[src/design/psesu_pkg.sv]
`timescale 1ns / 1ps

package psesu_pkg;

  localparam int SW_COUNT    = 7;
  localparam int CLICK_COUNT = 5;
  localparam int ENC_COUNT   = 4;
  localparam int LATCH_W     = SW_COUNT + CLICK_COUNT;

  localparam logic       CMD_INIT = 1'b0;
  localparam logic       CMD_POLL = 1'b1;

  localparam logic [6:0] ACTIVE_LOW_MASK = 7'h3C;
  localparam logic [7:0] PATTERN_UP      = 8'h12;
  localparam logic [7:0] PATTERN_DOWN    = 8'h21;
  localparam logic [1:0] PAIR_BOTH_HIGH  = 2'b11;

  typedef struct packed {
    logic upd;
    logic cmd;
  } psesu_ctl_t;

endpackage

[src/design/panel_switch_and_encoder_scanner_unit.sv]
`timescale 1ns / 1ps
// An accepted item passes through the input register, then the result register.
// Throughput: 1 item per cycle while out_stall is low; both registers advance together.
// Stall on the result side holds both registers; in_stall rises only when both are full
// and the result is stalled.
// Reset (synchronous, rst_n low): latch, histories, positions cleared, on_level set to 1.
// All pin and encoder state updates as an item moves from input to result register.

module panel_switch_and_encoder_scanner_unit import psesu_pkg::*; (
  input  logic        clk,
  input  logic        rst_n,
  input  logic        cfg_write_en,
  input  logic        cfg_write_data,
  input  logic        in_valid,
  output logic        in_stall,
  input  logic        in_cmd,
  input  logic [6:0]  in_switch_pins,
  input  logic        in_tactile_pin,
  input  logic [3:0]  in_button_pins,
  input  logic [3:0]  in_phase_a_pins,
  input  logic [3:0]  in_phase_b_pins,
  output logic        out_valid,
  input  logic        out_stall,
  output logic [13:0] out_switch_events,
  output logic [4:0]  out_click_events,
  output logic [7:0]  out_turn_events,
  output logic [7:0]  out_position_one,
  output logic [7:0]  out_position_two,
  output logic [7:0]  out_position_three,
  output logic [7:0]  out_position_four
);

  logic        on_level_r;
  logic        s1_valid_r;
  logic        s1_cmd_r;
  logic [6:0]  s1_sw_r;
  logic        s1_tac_r;
  logic [3:0]  s1_btn_r;
  logic [3:0]  s1_a_r;
  logic [3:0]  s1_b_r;
  logic        out_valid_r;
  logic        advance;
  logic        in_take;
  psesu_ctl_t  ctl;

  logic [13:0] sw_ev;
  logic [4:0]  click_ev;
  logic [7:0]  turn_ev;
  logic [7:0]  pos [ENC_COUNT];

  logic [13:0] sw_ev_r;
  logic [4:0]  click_ev_r;
  logic [7:0]  turn_ev_r;
  logic [7:0]  pos_r [ENC_COUNT];

  assign advance  = s1_valid_r && !(out_valid_r && out_stall);
  assign in_stall = s1_valid_r && out_valid_r && out_stall;
  assign in_take  = in_valid && !in_stall;
  assign ctl.upd  = advance;
  assign ctl.cmd  = s1_cmd_r;

  psesu_switch u_switch (
    .clk           (clk),
    .rst_n         (rst_n),
    .ctl           (ctl),
    .on_level      (on_level_r),
    .switch_pins   (s1_sw_r),
    .tactile_pin   (s1_tac_r),
    .button_pins   (s1_btn_r),
    .switch_events (sw_ev),
    .click_events  (click_ev)
  );

  for (genvar k = 0; k < ENC_COUNT; k++) begin : g_enc
    psesu_encoder u_enc (
      .clk       (clk),
      .rst_n     (rst_n),
      .ctl       (ctl),
      .phase_a   (s1_a_r[k]),
      .phase_b   (s1_b_r[k]),
      .step_up   (turn_ev[2*k]),
      .step_down (turn_ev[2*k+1]),
      .pos_nxt   (pos[k])
    );
  end

  always_ff @(posedge clk) begin
    if (!rst_n) begin
      on_level_r  <= 1'b1;
      s1_valid_r  <= 1'b0;
      out_valid_r <= 1'b0;
    end else begin
      if (cfg_write_en) begin
        on_level_r <= cfg_write_data;
      end
      if (in_take) begin
        s1_valid_r <= 1'b1;
      end else if (advance) begin
        s1_valid_r <= 1'b0;
      end
      if (advance) begin
        out_valid_r <= 1'b1;
      end else if (!out_stall) begin
        out_valid_r <= 1'b0;
      end
    end
  end

  always_ff @(posedge clk) begin
    if (in_take) begin
      s1_cmd_r <= in_cmd;
      s1_sw_r  <= in_switch_pins;
      s1_tac_r <= in_tactile_pin;
      s1_btn_r <= in_button_pins;
      s1_a_r   <= in_phase_a_pins;
      s1_b_r   <= in_phase_b_pins;
    end
    if (advance) begin
      sw_ev_r    <= sw_ev;
      click_ev_r <= click_ev;
      turn_ev_r  <= turn_ev;
      for (int k = 0; k < ENC_COUNT; k++) begin
        pos_r[k] <= pos[k];
      end
    end
  end

  assign out_valid          = out_valid_r;
  assign out_switch_events  = sw_ev_r;
  assign out_click_events   = click_ev_r;
  assign out_turn_events    = turn_ev_r;
  assign out_position_one   = pos_r[0];
  assign out_position_two   = pos_r[1];
  assign out_position_three = pos_r[2];
  assign out_position_four  = pos_r[3];

`ifndef SYNTHESIS
  a_init_clears: assert property (@(posedge clk) disable iff (!rst_n)
    (advance && s1_cmd_r == CMD_INIT) |=>
      (out_switch_events == '0 && out_click_events == '0 && out_turn_events == '0 &&
       out_position_one == '0 && out_position_two == '0 &&
       out_position_three == '0 && out_position_four == '0))
    else $error("init result not cleared");

  a_no_up_and_down: assert property (@(posedge clk) disable iff (!rst_n)
    out_valid_r |-> ((out_turn_events & (out_turn_events >> 1) & 8'h55) == 8'h00))
    else $error("encoder stepped both ways");

  a_take_fills_s1: assert property (@(posedge clk) disable iff (!rst_n)
    in_take |=> s1_valid_r)
    else $error("accepted item lost in input register");

  a_advance_fills_out: assert property (@(posedge clk) disable iff (!rst_n)
    advance |=> out_valid_r)
    else $error("result not presented");
`endif

endmodule

[src/design/psesu_switch.sv]
`timescale 1ns / 1ps

module psesu_switch import psesu_pkg::*; (
  input  logic                     clk,
  input  logic                     rst_n,
  input  psesu_ctl_t               ctl,
  input  logic                     on_level,
  input  logic [SW_COUNT-1:0]      switch_pins,
  input  logic                     tactile_pin,
  input  logic [ENC_COUNT-1:0]     button_pins,
  output logic [2*SW_COUNT-1:0]    switch_events,
  output logic [CLICK_COUNT-1:0]   click_events
);

  logic [LATCH_W-1:0] latch_r;
  logic [LATCH_W-1:0] latch_nxt;
  logic [LATCH_W-1:0] diff;

  assign latch_nxt = {button_pins, tactile_pin, switch_pins ^ ACTIVE_LOW_MASK};
  assign diff      = latch_nxt ^ latch_r;

  always_comb begin
    switch_events = '0;
    click_events  = '0;
    if (ctl.cmd == CMD_POLL) begin
      for (int k = 0; k < SW_COUNT; k++) begin
        switch_events[2*k]   = diff[k] && (latch_nxt[k] == on_level);
        switch_events[2*k+1] = diff[k] && (latch_nxt[k] != on_level);
      end
      for (int k = 0; k < CLICK_COUNT; k++) begin
        click_events[k] = diff[SW_COUNT+k] && (latch_nxt[SW_COUNT+k] != on_level);
      end
    end
  end

  always_ff @(posedge clk) begin
    if (!rst_n) begin
      latch_r <= '0;
    end else if (ctl.upd) begin
      latch_r <= latch_nxt;
    end
  end

endmodule

[src/design/psesu_encoder.sv]
`timescale 1ns / 1ps

module psesu_encoder import psesu_pkg::*; (
  input  logic       clk,
  input  logic       rst_n,
  input  psesu_ctl_t ctl,
  input  logic       phase_a,
  input  logic       phase_b,
  output logic       step_up,
  output logic       step_down,
  output logic [7:0] pos_nxt
);

  logic [7:0] hist_r;
  logic [7:0] hist_nxt;
  logic [7:0] pos_r;
  logic [1:0] pair;

  assign pair = {phase_a, phase_b};

  always_comb begin
    hist_nxt  = hist_r;
    pos_nxt   = pos_r;
    step_up   = 1'b0;
    step_down = 1'b0;
    if (ctl.cmd == CMD_INIT) begin
      pos_nxt = '0;
    end else if (hist_r[1:0] != pair) begin
      if (pair == PAIR_BOTH_HIGH) begin
        if (hist_r == PATTERN_UP) begin
          step_up = 1'b1;
          pos_nxt = pos_r + 8'd1;
        end else if (hist_r == PATTERN_DOWN) begin
          step_down = 1'b1;
          pos_nxt   = pos_r - 8'd1;
        end
        hist_nxt = '0;
      end else begin
        hist_nxt = {hist_r[5:0], pair};
      end
    end
  end

  always_ff @(posedge clk) begin
    if (!rst_n) begin
      hist_r <= '0;
      pos_r  <= '0;
    end else if (ctl.upd) begin
      hist_r <= hist_nxt;
      pos_r  <= pos_nxt;
    end
  end

endmodule

[config.mk]
export PLATFORM = sky130hd
export DESIGN_NAME = panel_switch_and_encoder_scanner_unit
export DESIGN_NICKNAME = d
export VERILOG_FILES = /design/src/design/psesu_pkg.sv /design/src/design/panel_switch_and_encoder_scanner_unit.sv /design/src/design/psesu_switch.sv /design/src/design/psesu_encoder.sv
export SDC_FILE = /design/constraint.sdc
export NUM_CORES = 1
export LEC_CHECK = 0
export BUFFER_PORTS_ARGS = -buffer_cell sky130_fd_sc_hd__buf_2
export CAP_MARGIN = 20
export CORE_MARGIN = 2
export CORE_UTILIZATION = 33
export DETAILED_ROUTE_END_ITERATION = 10
export PLACE_DENSITY = 0.57
export SLEW_MARGIN = 20
export SYNTH_ARGS = -nofsm -noshare
export SYNTH_HDL_FRONTEND = slang
export SYNTH_SLANG_ARGS = --single-unit
[constraint.sdc]
create_clock -name clk -period 3.4 [get_ports clk]
set_clock_uncertainty 0.1 [all_clocks]
set_input_delay 0 -clock clk [delete_from_list [all_inputs] [get_ports clk]]
set_output_delay 0 -clock clk [all_outputs]
set_load 0.03 [all_outputs]
* Word level (Yosys, flattened, before mapping)
Memories as Yosys holds them, arrays and structs flattened.
Index checks and enable logic that the tools add are counted.
** Word-level totals
- Register bits after elaboration :: 127
- Bits in writable memories :: 32
- Bits of input ports :: 27
- Output and inout bits :: 61
- Word-level logic and storage cells :: 161
- Memories :: 1
** Memories
- pos_r :: words 4, bits a word 8, read ports 4, clocked after Yosys merged registers in 0, wr ports 4, RTL line panel_switch_and_encoder_scanner_unit.sv:54 : logic [7:0] pos_r [ENC_COUNT];
** Cells by class
- Add/subtract/negate cells :: 8
- Eq/ne operators :: 36
- Multiplexer cells :: 38
- Bitwise logic cells :: 11
- Reduce and logical (&&, ||, !) cells :: 39
** Operators by type and width (number)
- $mux W8 :: 24
- $add A8 B1 Y8 const B :: 4
- $eq A8 B5 Y1 const B :: 4
- $eq A8 B6 Y1 const B :: 4
- $sub A8 B1 Y8 const B :: 4
- $logic_and A1 B1 Y1 :: 24
- $reduce_and A3 Y1 :: 8
- $reduce_or A4 Y1 :: 4
- $mux W1 :: 14
- $ne A1 B1 Y1 :: 12
- $xor A12 B12 Y12 :: 1
- $not A1 Y1 :: 9
- $eq A2 B2 Y1 const B :: 4
- $ne A2 B2 Y1 :: 4
- $eq A1 B1 Y1 :: 7
- $not A4 Y4 :: 1
- $logic_not A1 Y1 :: 2
- $ne A2 B1 Y1 const B :: 1
- $reduce_bool A2 Y1 :: 1

* Logic depth before layout (Yosys ltp)
- Depth in word-level cells :: 6
- Gate-level depth with buffers :: 8
- Gate-level depth less buffers :: 7

* Cells and area by module
Synthesis repeated with hierarchy kept, for this count alone.
** Second synthesis, totals
- Cells, all modules :: 799
- Area, all modules :: 8222.9 um^2
** Modules (own cells, without submodules)
- psesu_encoder at g_enc[1].u_enc ... :: instances 3, cells an instance 156, area each 1238.7 um^2, seq. area each 320.3 um^2
- panel_switch_and_encoder_scanner_unit :: instances 1, cells an instance 91, area each 2519.9 um^2, seq. area each 2462.4 um^2
- psesu_encoder at g_enc[0].u_enc :: instances 1, cells an instance 146, area each 1183.6 um^2, seq. area each 320.3 um^2
- psesu_switch :: instances 1, cells an instance 94, area each 803.3 um^2, seq. area each 240.2 um^2

* Worst setup path before layout
No wires, ideal clock.
- Kind :: flip-flop to flip-flop
- From :: register out_valid_r (netlist: out_valid)
- To :: register click_ev_r[0] (netlist: out_click_events[0]), enable pin
- Library setup time :: 0.446 ns
- Data arrival time :: 2.526 ns
- Required time :: 2.854 ns
- Setup slack :: 0.327 ns
- Stages on the path, launching flop included :: 5
- Path buffers :: 1
- Clock period less this slack :: 3.073 ns
- Cell sequence :: dfxtp_1 -> nand2_1 -> nand2_1 -> inv_1 -> clkbuf_1
** Between the ends
- Longest elaborated chain between the ends :: 3
** RTL lines
- start: declaration :: RTL line panel_switch_and_encoder_scanner_unit.sv:41 : logic out_valid_r;
- start signal: assignment :: RTL line panel_switch_and_encoder_scanner_unit.sv:91 : out_valid_r <= 1'b0;
- start signal: assignment :: RTL line panel_switch_and_encoder_scanner_unit.sv:102 : out_valid_r <= 1'b1;
- start signal: assignment :: RTL line panel_switch_and_encoder_scanner_unit.sv:104 : out_valid_r <= 1'b0;
- $logic_and A1 B1 Y1 :: RTL line panel_switch_and_encoder_scanner_unit.sv:56 : assign advance = s1_valid_r && !(out_valid_r && out_stall);
- $logic_not A1 Y1 :: RTL line panel_switch_and_encoder_scanner_unit.sv:56
- $logic_and A1 B1 Y1 :: RTL line panel_switch_and_encoder_scanner_unit.sv:56
- via advance :: RTL line panel_switch_and_encoder_scanner_unit.sv:42 : logic advance;
- end signal: assignment :: RTL line panel_switch_and_encoder_scanner_unit.sv:120 : click_ev_r <= click_ev;
- end: declaration :: RTL line panel_switch_and_encoder_scanner_unit.sv:52 : logic [4:0] click_ev_r;
The timed path passes the listed nets, and every way through them passes these cells.
A chain may end at the register's enable or synchronous reset.

* Worst setup path after layout
- From :: register s1_cmd_r
- To :: register g_enc[3].u_enc.hist_r[7]
** Between the ends
- Longest elaborated chain between the ends :: 1
** RTL lines
- start: declaration :: RTL line panel_switch_and_encoder_scanner_unit.sv:35 : logic s1_cmd_r;
- start signal: assignment :: RTL line panel_switch_and_encoder_scanner_unit.sv:111 : s1_cmd_r <= in_cmd;
- $reduce_and A3 Y1 (no source line)
- end signal: assignment :: RTL line psesu_encoder.sv:49 : hist_r <= hist_nxt;
- end: declaration :: RTL line psesu_encoder.sv:14 : logic [7:0] hist_r;
Every way passes these cells.

==> flow_metrics.tcl <==
set metrics [dict create \
    clk_pin_slew_worst_paths_ps 60 \
    insertedDiodeCount 0 \
    clock_tree_from_tritoncts "built" \
    min_to "g_enc[2].u_enc.pos_r[0]" \
    post_synth_mux_area_share 0.00781 \
    p_switching_mw 1.01 \
    fmaxAchievable_mhz 455 \
    finish.net_count 924 \
    multi_input_comb_area_um2 3370 \
    grt_start_max_net_pins 75 \
    power_density_nw_per_um2 459 \
    synth.yosys.seq_area_share 0.518 \
    critPathMaxFanout 33 \
    distinct_cell_type_count_after_synthesis 61 \
    max_slew.worst_pin.slew_ps 801 \
    worstSetupStartpoint "s1_cmd_r" \
    timing.final.hold_violations 0 \
    hp-class "input port to register" \
    fillCellCount 2244 \
    report.final.slew_viol_count 0 \
    vdd_drop_max_uv 281 \
    placedCellCount 1156 \
    fin_setup_tns_ps 0 \
    power.share.clock 0.426 \
    share_comb_of_total_power 0.075 \
    outcome "completed" \
    grtUsageTotal 0.149 \
    fp_rows 55 \
    timing.critical_path.cells "buf_4 > and2_1 > o21ai_1 > nand2_1 > a21oi_1" \
    reg2reg_setup_slack_ps 1200 \
    cts.repair.resized 0 \
    gp_congestion 0.792 \
    cts_num_sinks 159 \
    io_buffer_count 87 \
    synth_adder_area_share 0.0130 \
    seq_power_share 0.499 \
    grt_antenna_before_repair 0 \
    synth_xor_xnor_area_share 0.0364 \
    drc 0 \
    main_combinational_cell_family_by_area_after_synthesis "simple AND/OR/NAND/NOR gates" \
    grt.overflow.total 0 \
    post_synth.cell_area_avg_um2 9.67 \
    core_area_um2 22800 \
    fp.dieH_um 157 \
    vias_in_the_first_global_route 5623 \
    worstSetupEndpointType "register" \
    layout.cell_area.non_filler_um2 9190 \
    worst_r2r_path_depth 5 \
    floorplan.initialDensity 0.338 \
    clk_root_buffer_cell "clkbuf_16" \
    mostFrequentLayoutCell "nor2_1" \
    slowest_stage "and2_1" \
    hold_start "rst_n" \
    hold_depth 3 \
    power.share.switching 0.240 \
    drt_pre_antenna_iters 5 \
    number_of_h_tree_branching_levels 4 \
    mostFrequentLayoutCells "88 x nor2_1, 87 x buf_2, 86 x nand2_1" \
    clock_insertion_delay_worst_skew_ps 420 \
    postCtsSetupRepairBufs 0 \
    max-slew-margin-rel 0.466 \
    syn-cell-area_um2 7690 \
    ys_warn_count 0 \
    utilization 0.403 \
    seq_area_um2 3980 \
    crit_buf_inv 1 \
    finalWorstPathRequiredPeriod_ps 2200 \
    intPower_mw 3.20 \
    edff_count_synth 80 \
    areaGrowthSynthToFinish_pct 19.4 \
    grt_pass1_wl_mm 29.0 \
    placed_area_um2 8370 \
    dieArea_um2 24600 \
    critical_path.max_stage_delay_ps 540 \
    via_count 6199 \
    timing.critical_path.required_ps 3570 \
    leakage_power_total_nw 3.23 \
    drt_first_iter_violations 366 \
    route.detailed.vias_per_inst 5.10 \
    final.hold.worst_slack_ps 59.1 \
    category_of_the_critical_setup_timing_path "register to register" \
    setup_viol_count_final 0 \
    synth_top_flop_cell "edfxtp_1" \
    cts-root-to-sink-buffers 2 \
    worst_ep_arrival_time_ps 2360 \
    totalWireLength_mm 17.9 \
    critical_path.startpoint_type "register" \
    cts_inserted_buffers 17 \
    crit-reg2reg-launch "s1_cmd_r" \
    drt.antenna.violating_nets 0 \
    cp.depth 5 \
    instances_no_fill 1215 \
    route.detailed.wl_per_inst_um 14.7 \
    post_route_cells_drive_above_1_share 0.171 \
    fin_crit_share 0.647 \
    ys_seq_elements 159 \
    timing.critical_path.max_delay_family "simple AND/OR/NAND/NOR gates" \
    post_synth_inst_count 796 \
    num_io_pins 88 \
    die_wd_um 157 \
    synth-simple-area-share 0.269 \
    hpwl_mm 11.2 \
    grt_setup_unrepaired "no" \
    postSynthNetCount 831 \
    crit-reg2reg-capture "g_enc[3].u_enc.hist_r[7]" \
    synth-compound-area-share 0.111 \
    maxCapViolCount 0 \
    synthArstFlopShare 0 \
]
==> power by group through the flow <==
stage          sequential, mW  combinational [mW]  clock, mW
3_3_place_gp             2.15               0.295          0
5_1_grt                  2.11               0.344       1.92
4_1_cts                  2.10               0.320       1.84
3_5_place_dp             2.15               0.295          0
6_report                 2.10               0.315       1.80
2_1_floorplan            2.20               0.143          0
==> metal layers <==
metal	GRT usage	vias up	routed length [um]
met1	0.209	2944	8760
li1	-	3088	-
met4	0.0550	0	317
met5	0	-	0
met2	0.226	143	8040
met3	0.0305	24	763
==> sequential cells by signal, summed over array words and instances, names as in the netlist <==
register            cells
s1_cmd_r                1
pos_r                  32
out_valid               1
s1_b_r                  4
out_turn_events         8
s1_sw_r                 7
u_switch.latch_r       12
out_click_events        5
g_enc.u_enc.hist_r     32
s1_tac_r                1
s1_btn_r                4
on_level_r              1
out_switch_events      14
s1_valid_r              1
g_enc.u_enc.pos_r      32
s1_a_r                  4
==> metrics by stage <==
step	worst slack (ps)	power (mW)
finish	1200	4.22
CTS	1200	4.27
global placement	1260	2.44
floorplan	327	2.34
detailed placement	1210	2.44
global route	1060	4.37
==> worst max-delay path by stage <==
stage               slack (ps)                  endpoint
detailed placement        1210  g_enc[3].u_enc.hist_r[6]
CTS                       1200  g_enc[3].u_enc.hist_r[6]
global placement          1260  g_enc[3].u_enc.hist_r[5]
floorplan                  330       out_click_events[0]
global route              1060  g_enc[3].u_enc.hist_r[5]
finish                    1200  g_enc[3].u_enc.hist_r[7]
==> synthesized netlist by cell type, types with 10 or more instances <==
master / count / area [um^2]
nand4b_1: 11 / 96.3
a21oi_1: 75 / 375
nand3b_1: 24 / 180
xnor2_1: 15 / 131
nor2_1: 88 / 330
nor3_1: 12 / 60.1
inv_1: 14 / 52.6
nand2_1: 86 / 323
dfxtp_1: 79 / 1580
o21ai_0: 12 / 60.1
nand4_1: 22 / 138
edfxtp_1: 80 / 2400
and3_1: 12 / 75.1
nand3_1: 67 / 335
clkbuf_1: 33 / 124
or3b_2: 10 / 87.6
xor2_1: 17 / 149
==> worst register-to-register path, cell delays in order (launching register included) <==
cell,delay (ps)
edfxtp_1,430
buf_4,370
and2_1,550
o21ai_1,380
nand2_1,160
a21oi_1,70
==> repair_timing <==
action                     4_1_cts  5_1_grt
setup endpoints to repair        0        0
hold endpoints to repair        24        0
hold buffers                    27        0
==> cells by family after synthesis <==
logic type | count (synthesis)
fa+ha+maj | 8
simple gates | 382
flops | 159
buf+inv | 69
compound gates | 140
mux | 6
xor+xnor | 32
==> final cells by class <==
| type | count | area share |
|---|---|---|
| flip-flops and latches | 159 | 0.434 |
| clock inverters | 12 | 0.0101 |
| well taps | 313 | 0.0426 |
| repair buffers | 127 | 0.0902 |
| clock buffers | 20 | 0.0497 |
| inverters | 16 | 0.00667 |
| multi-input cells | 568 | 0.367 |
Note: power is estimated with default switching activity, not from simulation.
